File: src/sv/assert_macros.svh
// Assertion helper macros for the RTL; included by second_schedule_trigger_top.
// Expects a clock named clk_i and an active-low reset named rst_ni in scope.
`ifndef ASSERT_MACROS_SVH
`define ASSERT_MACROS_SVH

// Checked only outside reset
`define SSCHED_ASSERT(lbl, prop, msg) \
  lbl: assert property (@(posedge clk_i) disable iff (!rst_ni) prop) else $error(msg);

// Checked at every edge, reset included
`define SSCHED_ASSERT_ALWAYS(lbl, prop, msg) \
  lbl: assert property (@(posedge clk_i) prop) else $error(msg);

`endif

File: src/sv/ssched_pkg.sv
// Types and constants for the second-based schedule trigger.
// No dependencies; used by ssched_div and second_schedule_trigger_top.
`default_nettype none

package ssched_pkg;

  // Field widths
  localparam int unsigned HOUR_W = 5;
  localparam int unsigned MIN_W  = 6;
  localparam int unsigned SEC_W  = 6;
  localparam int unsigned TIME_W = 17;  // seconds of day
  localparam int unsigned SPD_W  = 17;  // sends per day

  // Clamp limits and time constants
  localparam logic [HOUR_W-1:0] HOUR_MAX       = 5'd23;
  localparam logic [MIN_W-1:0]  MIN_MAX        = 6'd59;
  localparam logic [SEC_W-1:0]  SEC_MAX        = 6'd59;
  localparam logic [TIME_W-1:0] SECS_PER_HOUR  = 17'd3600;
  localparam logic [TIME_W-1:0] SECS_PER_MIN   = 17'd60;
  localparam logic [SPD_W-1:0]  SPD_RESET      = 17'd24;

  // Sequencer states
  typedef enum logic [1:0] {
    ST_IDLE,
    ST_DIV,
    ST_OUT
  } state_e;

endpackage

`default_nettype wire

File: src/sv/ssched_div.sv
// Restoring serial divider: constant dividend over a run-time divisor, one bit a cycle.
// Uses ssched_pkg for the divisor width.
`default_nettype none

module ssched_div #(
  parameter int unsigned DIVIDEND_VALUE = 86400
) (
  input  wire logic                              clk_i,
  input  wire logic                              rst_ni,
  input  wire logic                              start_i,
  input  wire logic [ssched_pkg::SPD_W-1:0]      divisor_i,
  output logic                                   done_o,
  output logic [$clog2(DIVIDEND_VALUE+1)-1:0]    quot_o
);

  localparam int unsigned QW = $clog2(DIVIDEND_VALUE + 1);
  localparam int unsigned CW = $clog2(QW + 1);
  localparam int unsigned DW = ssched_pkg::SPD_W;
  localparam logic [QW-1:0] DVD   = QW'(DIVIDEND_VALUE);
  localparam logic [CW-1:0] STEPS = CW'(QW);

  logic          busy_q, busy_d;
  logic          done_q, done_d;
  logic [CW-1:0] cnt_q, cnt_d;
  logic [QW-1:0] dvd_q, dvd_d;
  logic [QW-1:0] quot_q, quot_d;
  logic [DW-1:0] rem_q, rem_d;

  logic [DW:0]   trial;
  logic [DW:0]   diff;
  logic          fits;

  // One restoring step: shift in the next dividend bit, try a subtract
  always_comb begin
    trial = {rem_q, dvd_q[QW-1]};
    diff  = trial - {1'b0, divisor_i};
    fits  = (trial >= {1'b0, divisor_i});
  end

  always_comb begin
    busy_d = busy_q;
    done_d = 1'b0;
    cnt_d  = cnt_q;
    dvd_d  = dvd_q;
    quot_d = quot_q;
    rem_d  = rem_q;
    if (start_i) begin
      busy_d = 1'b1;
      cnt_d  = STEPS;
      dvd_d  = DVD;
      quot_d = '0;
      rem_d  = '0;
    end else if (busy_q) begin
      rem_d  = fits ? diff[DW-1:0] : trial[DW-1:0];
      quot_d = {quot_q[QW-2:0], fits};
      dvd_d  = {dvd_q[QW-2:0], 1'b0};
      cnt_d  = cnt_q - CW'(1);
      if (cnt_q == CW'(1)) begin
        busy_d = 1'b0;
        done_d = 1'b1;
      end
    end
  end

  always_ff @(posedge clk_i or negedge rst_ni) begin
    if (!rst_ni) begin
      busy_q <= 1'b0;
      done_q <= 1'b0;
      cnt_q  <= '0;
    end else begin
      busy_q <= busy_d;
      done_q <= done_d;
      cnt_q  <= cnt_d;
    end
  end

  // Datapath registers
  always_ff @(posedge clk_i) begin
    dvd_q  <= dvd_d;
    quot_q <= quot_d;
    rem_q  <= rem_d;
  end

  assign done_o = done_q;
  assign quot_o = quot_q;

endmodule

`default_nettype wire

File: src/sv/second_schedule_trigger_top.sv
// Each accepted item passes through IDLE, DIV and OUT in turn; the result is shown in OUT
// until out_stall_i is low. The serial interval divider (one quotient bit per cycle) sets the
// pace. Input stalls while an item is busy, so a new item is taken only after the last has left OUT.
// Reset (async, active low): sends_per_day = 24, next due second, hold flag and previous
// hour cleared, no result pending.
`default_nettype none

module second_schedule_trigger_top #(
  parameter int unsigned DAY_SECONDS = 86400
) (
  input  wire logic                            clk_i,
  input  wire logic                            rst_ni,
  // configuration write
  input  wire logic                            cfg_valid_i,
  output logic                                 cfg_ready_o,
  input  wire logic [ssched_pkg::SPD_W-1:0]    cfg_sends_per_day_i,
  // input items
  input  wire logic                            in_valid_i,
  output logic                                 in_stall_o,
  input  wire logic [ssched_pkg::HOUR_W-1:0]   hour_i,
  input  wire logic [ssched_pkg::MIN_W-1:0]    minute_i,
  input  wire logic [ssched_pkg::SEC_W-1:0]    second_i,
  // results
  output logic                                 out_valid_o,
  input  wire logic                            out_stall_i,
  output logic                                 fire_o
);

  localparam int unsigned QW = $clog2(DAY_SECONDS + 1);
  localparam int unsigned TW = ssched_pkg::TIME_W;
  localparam int unsigned HW = ssched_pkg::HOUR_W;
  localparam logic [TW:0] DAY_LEN = (TW + 1)'(DAY_SECONDS);

  ssched_pkg::state_e state_q, state_d;

  logic [ssched_pkg::SPD_W-1:0] spd_q;
  logic [TW-1:0]                next_due_q, next_due_d;
  logic                         hold_q, hold_d;
  logic [HW-1:0]                prev_hour_q, prev_hour_d;
  logic                         fire_q, fire_d;
  logic [TW-1:0]                now_q;
  logic [HW-1:0]                hour_q;

  logic                         in_acc;
  logic                         div_start;
  logic                         div_done;
  logic [QW-1:0]                interval;
  logic [ssched_pkg::SPD_W-1:0] divisor;

  logic [HW-1:0]                h_c;
  logic [ssched_pkg::MIN_W-1:0] m_c;
  logic [ssched_pkg::SEC_W-1:0] s_c;
  logic [TW-1:0]                now_c;
  logic                         hold_eff;
  logic [TW:0]                  due;

  assign cfg_ready_o = 1'b1;
  assign in_acc      = in_valid_i && !in_stall_o;
  assign div_start   = in_acc;
  assign divisor     = (spd_q == '0) ? {{(ssched_pkg::SPD_W-1){1'b0}}, 1'b1} : spd_q;

  // Configuration register
  always_ff @(posedge clk_i or negedge rst_ni) begin
    if (!rst_ni) begin
      spd_q <= ssched_pkg::SPD_RESET;
    end else if (cfg_valid_i && cfg_ready_o) begin
      spd_q <= cfg_sends_per_day_i;
    end
  end

  // Clamp fields and form seconds since midnight
  always_comb begin
    h_c   = (hour_i > ssched_pkg::HOUR_MAX) ? ssched_pkg::HOUR_MAX : hour_i;
    m_c   = (minute_i > ssched_pkg::MIN_MAX) ? ssched_pkg::MIN_MAX : minute_i;
    s_c   = (second_i > ssched_pkg::SEC_MAX) ? ssched_pkg::SEC_MAX : second_i;
    now_c = TW'(h_c) * ssched_pkg::SECS_PER_HOUR
          + TW'(m_c) * ssched_pkg::SECS_PER_MIN
          + TW'(s_c);
  end

  always_ff @(posedge clk_i) begin
    if (in_acc) begin
      now_q  <= now_c;
      hour_q <= h_c;
    end
  end

  // Interval = day length / sends per day
  ssched_div #(
    .DIVIDEND_VALUE(DAY_SECONDS)
  ) u_div (
    .clk_i    (clk_i),
    .rst_ni   (rst_ni),
    .start_i  (div_start),
    .divisor_i(divisor),
    .done_o   (div_done),
    .quot_o   (interval)
  );

  // Trigger decision once the interval is known
  always_comb begin
    hold_eff = hold_q && !(hour_q < prev_hour_q);
    due      = {1'b0, now_q} + (TW + 1)'(interval);
  end

  // Sequencer
  always_ff @(posedge clk_i or negedge rst_ni) begin
    if (!rst_ni) begin
      state_q     <= ssched_pkg::ST_IDLE;
      next_due_q  <= '0;
      hold_q      <= 1'b0;
      prev_hour_q <= '0;
      fire_q      <= 1'b0;
    end else begin
      state_q     <= state_d;
      next_due_q  <= next_due_d;
      hold_q      <= hold_d;
      prev_hour_q <= prev_hour_d;
      fire_q      <= fire_d;
    end
  end

  always_comb begin
    state_d     = state_q;
    next_due_d  = next_due_q;
    hold_d      = hold_q;
    prev_hour_d = prev_hour_q;
    fire_d      = fire_q;
    in_stall_o  = 1'b1;
    out_valid_o = 1'b0;
    case (state_q)
      ssched_pkg::ST_IDLE: begin
        in_stall_o = 1'b0;
        if (in_valid_i) begin
          state_d = ssched_pkg::ST_DIV;
        end
      end
      ssched_pkg::ST_DIV: begin
        if (div_done) begin
          state_d     = ssched_pkg::ST_OUT;
          prev_hour_d = hour_q;
          hold_d      = hold_eff;
          fire_d      = 1'b0;
          if ((now_q >= next_due_q) && !hold_eff) begin
            fire_d = 1'b1;
            if (due >= DAY_LEN) begin
              hold_d     = 1'b1;
              next_due_d = TW'(due - DAY_LEN);
            end else begin
              next_due_d = due[TW-1:0];
            end
          end
        end
      end
      ssched_pkg::ST_OUT: begin
        out_valid_o = 1'b1;
        if (!out_stall_i) begin
          state_d = ssched_pkg::ST_IDLE;
        end
      end
      default: begin
        state_d = ssched_pkg::ST_IDLE;
      end
    endcase
  end

  assign fire_o = fire_q;

`include "assert_macros.svh"

  `SSCHED_ASSERT(a_acc_starts_div, in_acc |=> (state_q == ssched_pkg::ST_DIV), "accept did not start division")
  `SSCHED_ASSERT(a_done_in_div, div_done |-> (state_q == ssched_pkg::ST_DIV), "divider done outside DIV")
  `SSCHED_ASSERT(a_out_after_done, $rose(out_valid_o) |-> $past(div_done), "result without divider done")
  `SSCHED_ASSERT_ALWAYS(a_out_blocks_in, out_valid_o |-> in_stall_o, "input open while result pending")

endmodule

`default_nettype wire
File: config.mk
export PLATFORM = sky130hd
export DESIGN_NAME = second_schedule_trigger_top
export DESIGN_NICKNAME = d
export VERILOG_FILES = /design/src/sv/ssched_pkg.sv /design/src/sv/ssched_div.sv /design/src/sv/second_schedule_trigger_top.sv
export VERILOG_INCLUDE_DIRS = /design/src /design/src/sv
export SDC_FILE = /design/constraint.sdc
export NUM_CORES = 1
export LEC_CHECK = 0
export ABC_CLOCK_PERIOD_IN_PS = 8300
export BUFFER_PORTS_ARGS = -buffer_cell sky130_fd_sc_hd__buf_2
export CAP_MARGIN = 0
export CORE_ASPECT_RATIO = 1.1
export CORE_MARGIN = 2
export CORE_UTILIZATION = 36
export CTS_CLUSTER_DIAMETER = 120
export DETAILED_ROUTE_END_ITERATION = 16
export SYNTH_ARGS = -nofsm -noshare
export SYNTH_HDL_FRONTEND = slang
export SYNTH_SLANG_ARGS = --single-unit
File: constraint.sdc
create_clock -name clk_i -period 8.3 [get_ports clk_i]
set_clock_uncertainty 0.1 [all_clocks]
set_input_delay 1.245 -clock clk_i [delete_from_list [all_inputs] [get_ports clk_i]]
set_output_delay 1.245 -clock clk_i [all_outputs]
set_load 0.005 [all_outputs]
==> impl_metrics.env, run 1 <==
export IMPL_status="finished, final reports clean"
export IMPL_syn_inst=885
export IMPL_path_clk_slew_ns=0.06
export IMPL_grt_setup_unrepaired="no"
export IMPL_relSlewSlack=0.2573
export IMPL_cts_path_max_buffers=2
export IMPL_grt_util_all_layers=0.1315
export IMPL_vias_per_cell=4.947
export IMPL_arrival_ns=5.90
export IMPL_min_period_over_period=0.7035
export IMPL_grt_overflow_total=0
export IMPL_avgSynthCellArea_um2=9.337
export IMPL_wl_per_cell_um=12.44
export IMPL_synthTopCellsByArea="ha_1 (16%), dfrtp_1 (15%), dfxtp_1 (11%)"
export IMPL_cp_required_ns=8.36
export IMPL_cts_sinks=116
export IMPL_coreArea_um2=22710
export IMPL_synth_edf_count=22
export IMPL_cts_tree="built"
export IMPL_gp_congestion=0.7979
export IMPL_p_leak_nw=4.402
export IMPL_hold_ws_ns=0.3619
export IMPL_ys_seq_area_frac=0.3383
export IMPL_postCtsSetupRepairBufs=0
export IMPL_stdcell_count=1234
export IMPL_die_h_um=162.9
export IMPL_drt_total_wl_um=15350
export IMPL_finalPower_mw=3.832
export IMPL_synth_top_area_cell="ha_1"
export IMPL_syn_num_nets=1046
export IMPL_fmax_mhz=171.3
export IMPL_cp_start_kind="input port"
export IMPL_vias=6104
export IMPL_portBuffers=41
export IMPL_die_area_um2=24180
export IMPL_ys_types=59
export IMPL_cap_violations=0
export IMPL_cts_buffers_inserted=17
export IMPL_drive_gt1_frac=0.1060
export IMPL_rows=58
export IMPL_worst_pin_slew_ns=1.110
export IMPL_crit_type="in2reg"
export IMPL_grt_pass1_vias=5854
export IMPL_drt_iter0_markers=241
export IMPL_fin_ws_ns=2.461
export IMPL_rr_worst_depth=16
export IMPL_place_ws_ns=1.986
export IMPL_period_minus_slack_ns=5.839
export IMPL_dpl_hpwl_um=11510
export IMPL_synth_warnings=0
export IMPL_hold_violations=0
export IMPL_post_place_cells=1202
export IMPL_grt_max_degree=62
export IMPL_ant_nets=0
export IMPL_holdPathStages=1
export IMPL_route_detailed_drc=0
export IMPL_yosysTopAreaCellShare=0.1635
export IMPL_area_delta_synth_final_pct=13.05
export IMPL_grt_pass1_wl_um=26140
export IMPL_insertion_delay_ns=0.41
export IMPL_final_setup_tns_ns=0
export IMPL_ys_ff_latch=116
export IMPL_nets=1082
export IMPL_htree_levels=4
export IMPL_die_w_um=148.5
export IMPL_netlist_area_um2=8263
export IMPL_crit_fanout=5
export IMPL_slew_violations=0
export IMPL_antenna_cells=0
export IMPL_synth_ff_type="dfrtp_1"
export IMPL_start_util=0.3638
export IMPL_ctsHoldBuffers=0
export IMPL_antenna_found_initial=0
export IMPL_async_flop_share=0.4310
export IMPL_cts_resized_gates=0
export IMPL_irDropWorstVdd_mv=0.1688
export IMPL_io_pin_count=43
export IMPL_hp_class="reg2reg"
export IMPL_power_density_nw_per_um2=410.3
export IMPL_first_pass_iters=5
export IMPL_setup_viol=0
export IMPL_cp_end_kind="flip-flop"
export IMPL_fill_cells=2250
export IMPL_cts_root_buffer="clkbuf_16"
final cells by class:
type / instances / area (um2) / share of cell area
clock inverters: 8 / 73.82 / 0.007902
flip-flops and latches: 116 / 2796 / 0.2994
repair buffers: 44 / 227.7 / 0.02438
clock buffers: 24 / 504.2 / 0.05398
multi-input cells: 649 / 5015 / 0.5368
well taps: 300 / 375.4 / 0.04018
inverters: 93 / 349.1 / 0.03737
synth_stat cells (all sizes together), types with 2 or more instances:
cell type / n
o211a: 2
nor2: 59
or2: 2
nand3b: 2
o31a: 6
a21boi: 3
dfstp: 2
a211oi: 12
nand2b: 22
and2: 4
nor3b: 2
inv: 93
dfrtp: 48
nor2b: 10
a211o: 3
nand2: 45
xor2: 15
and3: 3
or3: 4
o21a: 9
mux2i: 45
buf: 8
nor4: 6
edfxtp: 22
o211ai: 5
nand3: 5
a21o: 21
a31o: 3
nand4: 7
clkbuf: 19
a31oi: 5
nor3: 16
o2111ai: 2
o21bai: 10
mux2: 12
fa: 14
a21oi: 69
o21ai: 67
xnor2: 39
o31ai: 2
ha: 108
dfxtp: 44
stage by stage:
stage	util	instance area (um2)
after floorplan	-	8263
after global placement	0.3858	8763
after detailed placement	0.3858	8763
after CTS	0.4113	9341
after global routing	0.4113	9341
final	0.4113	9341
placed cells by master (no fill, tap or decap), types with 4 or more instances in the layout:
| cell | Yosys | routed |
|---|---|---|
| ha_1 | 108 | 108 |
| inv_1 | 93 | 92 |
| a21oi_1 | 68 | 68 |
| o21ai_0 | 62 | 62 |
| nor2_1 | 59 | 59 |
| dfrtp_1 | 48 | 47 |
| nand2_1 | 45 | 45 |
| mux2i_1 | 45 | 45 |
| dfxtp_1 | 44 | 44 |
| buf_2 | 3 | 41 |
| xnor2_1 | 39 | 39 |
| nand2b_1 | 22 | 22 |
| edfxtp_1 | 22 | 22 |
| a21o_1 | 21 | 21 |
| clkbuf_16 | 0 | 19 |
| xor2_1 | 15 | 15 |
| nor3_1 | 15 | 15 |
| fa_1 | 14 | 14 |
| a211oi_1 | 12 | 12 |
| mux2_2 | 12 | 12 |
| o21bai_1 | 10 | 10 |
| nor2b_1 | 10 | 10 |
| o21a_1 | 9 | 9 |
| nand4_1 | 7 | 7 |
| nor4_1 | 6 | 6 |
| o31a_1 | 6 | 6 |
| nand3_1 | 5 | 5 |
| o211ai_1 | 5 | 5 |
| a31oi_1 | 5 | 5 |
| o21ai_1 | 5 | 5 |
| and2_1 | 4 | 4 |
| clkinv_2 | 0 | 4 |
| clkbuf_1 | 19 | 4 |
sequential cells by signal, indices dropped and copies added, names as in the netlist, 10 cells and up:
register,flops
next_due_q,17
now_q,17
spd_q,17
u_div.quot_o,17
u_div.rem_q,17
u_div.dvd_q,10
power breakdown:
| group | leakage (nW) | total (mW) | switching [mW] | internal, mW |
|---|---|---|---|---|
| Sequential | 1.19 | 0.957 | 0.135 | 0.823 |
| Combinational | 2.93 | 2.17 | 1.16 | 1.00 |
| Clock | 0.280 | 0.709 | 0.256 | 0.453 |
| Total | 4.40 | 3.83 | 1.55 | 2.28 |
worst paths after layout:
path / start / end / slack (ns)
max: minute_i[4] / now_q[15]$_DFFE_PP_ / 2.46
min: u_div.done_o$_DFF_PN0_ / state_q[0]$_DFFE_PN0P_ / 0.36
max reg2reg: spd_q[8]$_DFFE_PN0P_ / u_div.rem_q[0]$_SDFFE_PP0P_ / 3.62
min reg2reg: u_div.done_o$_DFF_PN0_ / state_q[0]$_DFFE_PN0P_ / 0.36
max in group asynchronous: rst_ni / u_div.busy_q$_DFF_PN0_ / 6.78
min in group asynchronous: rst_ni / prev_hour_q[0]$_DFFE_PN0P_ / 0.84
worst max-delay path, cell delays in order:
cell and delay [ns]:
buf_2 0.11, ha_1 0.25, nand3_1 0.15, nand2b_1 0.12
fa_1 0.59, fa_1 0.46, fa_1 0.51, inv_1 0.05
fa_1 0.47, inv_1 0.04, ha_1 0.33, a21o_1 0.19
a21oi_1 0.22, o21bai_1 0.09, a21oi_1 0.21, o21bai_1 0.09
a21oi_1 0.21, nor2b_1 0.08, or3_1 0.30, o2111ai_1 0.09
xnor2_1 0.08
layer usage:
metal	vias up	GRT usage	routed length, um
li1	3178	-	-
met1	2847	0.1662	7605
met2	62	0.2256	7203
met3	17	0.02549	351
met4	0	0.04286	193
met5	-	0	0
kinds of logic (layout without fill, tap and decap cells):
group	count (synthesis)	after routing	share of synthesized area
AOI/OAI and AO/OA	225	225	0.1669
xor gates and xnor gates	54	54	0.05724
adders and majority gates	122	122	0.1975
buffers and inverters	120	169	0.05542
DFF	116	116	0.3383
muxes	57	57	0.07087
other	1	1	0.0004538
and+or+nand+nor	190	190	0.1134
Power figures use the tool's default switching activity.
==> run 2: changes to the inputs <==
--- a/config.mk
+++ b/config.mk
@@ -6,7 +6,7 @@
 export SDC_FILE = /design/constraint.sdc
 export NUM_CORES = 1
 export LEC_CHECK = 0
-export ABC_CLOCK_PERIOD_IN_PS = 8300
+export ABC_CLOCK_PERIOD_IN_PS = 5100
 export BUFFER_PORTS_ARGS = -buffer_cell sky130_fd_sc_hd__buf_2
 export CAP_MARGIN = 0
 export CORE_ASPECT_RATIO = 1.1
==> constraint.sdc (replaced) <==
create_clock -name clk_i -period 5.1 [get_ports clk_i]
set_clock_uncertainty 0.1 [all_clocks]
set_input_delay 0.765 -clock clk_i [delete_from_list [all_inputs] [get_ports clk_i]]
set_output_delay 0.765 -clock clk_i [all_outputs]
set_load 0.005 [all_outputs]
==> run 2 against run 1 <==
Compared with the run above: core utilization rose by 1.7 points; global-route usage rose by 0.86 points; clock-buffer cell count fell by 4; critical endpoint unchanged; total power rose by 71%.
==> impl_metrics.env, run 2 (same netlist as run 1, synthesis figures left out) <==
export IMPL_status="finished, final reports clean"
export IMPL_io_pin_count=43
export IMPL_cp_required_ns=5.17
export IMPL_final_cell_mix="ha_1 (106), inv_1 (90), a21oi_1 (64), o21ai_0 (61), nor2_1 (59)"
export IMPL_crit_fanout=3
export IMPL_grt_overflow_total=0
export IMPL_critical_path_top_delay_family="adder cells"
export IMPL_cp_common_cell="fa_1"
export IMPL_insertion_delay_ns=0.42
export IMPL_setup_viol=0
export IMPL_utilization=0.4284
export IMPL_cts_buffers_inserted=17
export IMPL_relSlewSlack=0.3769
export IMPL_irDropWorstVdd_mv=0.3109
export IMPL_placed_area_um2=9061
export IMPL_ant_nets=0
export IMPL_seq_area_um2=2796
export IMPL_swShare=0.4014
export IMPL_max_stage_delay_ns=0.54
export IMPL_vias=6186
export IMPL_crit_chain="buf_8, ha_4, nand3_4, nand2b_4, fa_1, fa_1, fa_1, inv_2, fa_1, inv_2, ha_4, a21o_1, a21oi_2, o21bai_1, a21oi_2, o21bai_1, a21oi_2, nor2b_2, or3_1, o2111ai_2, xnor2_1"
export IMPL_cap_violations=0
export IMPL_portBuffers=41
export IMPL_cp_end_kind="flip-flop"
export IMPL_hp_class="in2async"
export IMPL_grt_util_all_layers=0.1401
export IMPL_min_period_over_period=0.9670
export IMPL_die_h_um=162.9
export IMPL_reg2reg_slack_ns=0.99
export IMPL_drt_total_wl_um=15710
export IMPL_finalPower_mw=6.569
export IMPL_arrival_ns=5.00
export IMPL_slew_violations=0
export IMPL_area_delta_synth_final_pct=17.78
export IMPL_cts_tree="built"
export IMPL_nets=1117
export IMPL_path_clk_slew_ns=0.06
export IMPL_grt_max_degree=62
export IMPL_place_ws_ns=-0.2798
export IMPL_die_area_um2=24180
export IMPL_hold_violations=0
export IMPL_route_detailed_drc=0
export IMPL_dpl_hpwl_um=11870
export IMPL_final_area_um2=9732
export IMPL_final_setup_tns_ns=0
export IMPL_worst_pin_slew_ns=0.9332
export IMPL_cts_sinks=116
export IMPL_rows=58
export IMPL_fill_cells=2203
export IMPL_die_w_um=148.5
export IMPL_fin_ws_ns=0.1682
export IMPL_cts_path_max_buffers=2
export IMPL_ctsHoldBuffers=0
export IMPL_grt_pass1_vias=6104
export IMPL_first_pass_iters=4
export IMPL_fmax_mhz=202.8
export IMPL_wl_per_cell_um=12.38
export IMPL_coreArea_um2=22710
export IMPL_antenna_found_initial=0
export IMPL_htree_levels=4
export IMPL_multi_input_area_um2=5096
export IMPL_crit_type="in2reg"
export IMPL_seqPwrFrac=0.238
export IMPL_critPathBufInv=3
export IMPL_p_clk_frac=0.186
export IMPL_vias_per_cell=4.875
export IMPL_intPower_mw=3.932
export IMPL_drt_iter0_markers=309
export IMPL_p_switching_mw=2.637
export IMPL_cp_start_kind="input port"
export IMPL_gp_congestion=0.7908
export IMPL_p_comb_frac=0.576
export IMPL_crit_slowest_cell="fa_1"
export IMPL_final_common_cell="ha_1"
export IMPL_start_util=0.3638
export IMPL_p_leak_nw=4.603
export IMPL_antenna_cells=0
export IMPL_cts_root_buffer="clkbuf_16"
export IMPL_grt_pass1_wl_um=27690
export IMPL_grt_setup_unrepaired="yes"
export IMPL_power_density_nw_per_um2=675.0
export IMPL_drive_gt1_frac=0.1569
export IMPL_period_minus_slack_ns=4.932
-- run 2: changes by cell type in the layout (fill, tap and decap cells not counted), sizes merged --
cell	previous run	this run
inv	93	98
bufinv	1	2
buf	44	79
clkinvlp	2	3
clkbuf	24	20
clkinv	5	2
-- run 2: power groups by stage --
stage               clock, mW  sequential (mW)  combinational (mW)
floorplan                   0             1.50                2.98
global placement            0             1.57                3.67
detailed placement          0             1.57                3.72
CTS                      1.25             1.56                3.76
global route             1.30             1.60                4.33
finish                   1.22             1.56                3.78
-- run 2: cell type report --
type	instances	share of cell area
Clock buffer	20	0.04808
Sequential cell	116	0.2873
Tap cell	300	0.03857
Multi-Input combinational cell	649	0.5237
Timing Repair Buffer	79	0.05207
Inverter	93	0.03587
Clock inverter	12	0.01440
-- run 2: repair_timing --
action / in CTS / in global routing
buffers inserted: 0 / 4
gates resized for setup: 0 / 11
endpoints found under the setup margin: 0 / 1
-- run 2: per-stage QoR --
step,std cells,hold slack [ns]
3_3_place_gp,1233,0.3433
4_1_cts,1265,0.3511
3_5_place_dp,1233,0.3440
6_report,1269,0.3301
2_1_floorplan,885,0.3280
5_1_grt,1269,0.3786
-- run 2: worst paths after layout --
| kind | start | depth (start not counted) | end |
|---|---|---|---|
| worst min register to register | u_div.done_o$_DFF_PN0_ | 1 | state_q[0]$_DFFE_PN0P_ |
| max in group asynchronous | rst_ni | 2 | u_div.busy_q$_DFF_PN0_ |
| min in group clk_i | u_div.done_o$_DFF_PN0_ | 1 | state_q[0]$_DFFE_PN0P_ |
| worst max register to register | spd_q[8]$_DFFE_PN0P_ | 17 | u_div.rem_q[1]$_SDFFE_PP0P_ |
| worst max-delay path | minute_i[5] | 21 | now_q[15]$_DFFE_PP_ |
| worst min-delay path | rst_ni | 2 | prev_hour_q[0]$_DFFE_PN0P_ |
-- run 2: metal layers --
| metal | GRT usage | routed length [um] |
|---|---|---|
| met2 | 0.2384 | 7331 |
| met3 | 0.02577 | 416 |
| met5 | 0 | 0 |
| met4 | 0.04459 | 226 |
| met1 | 0.1800 | 7733 |
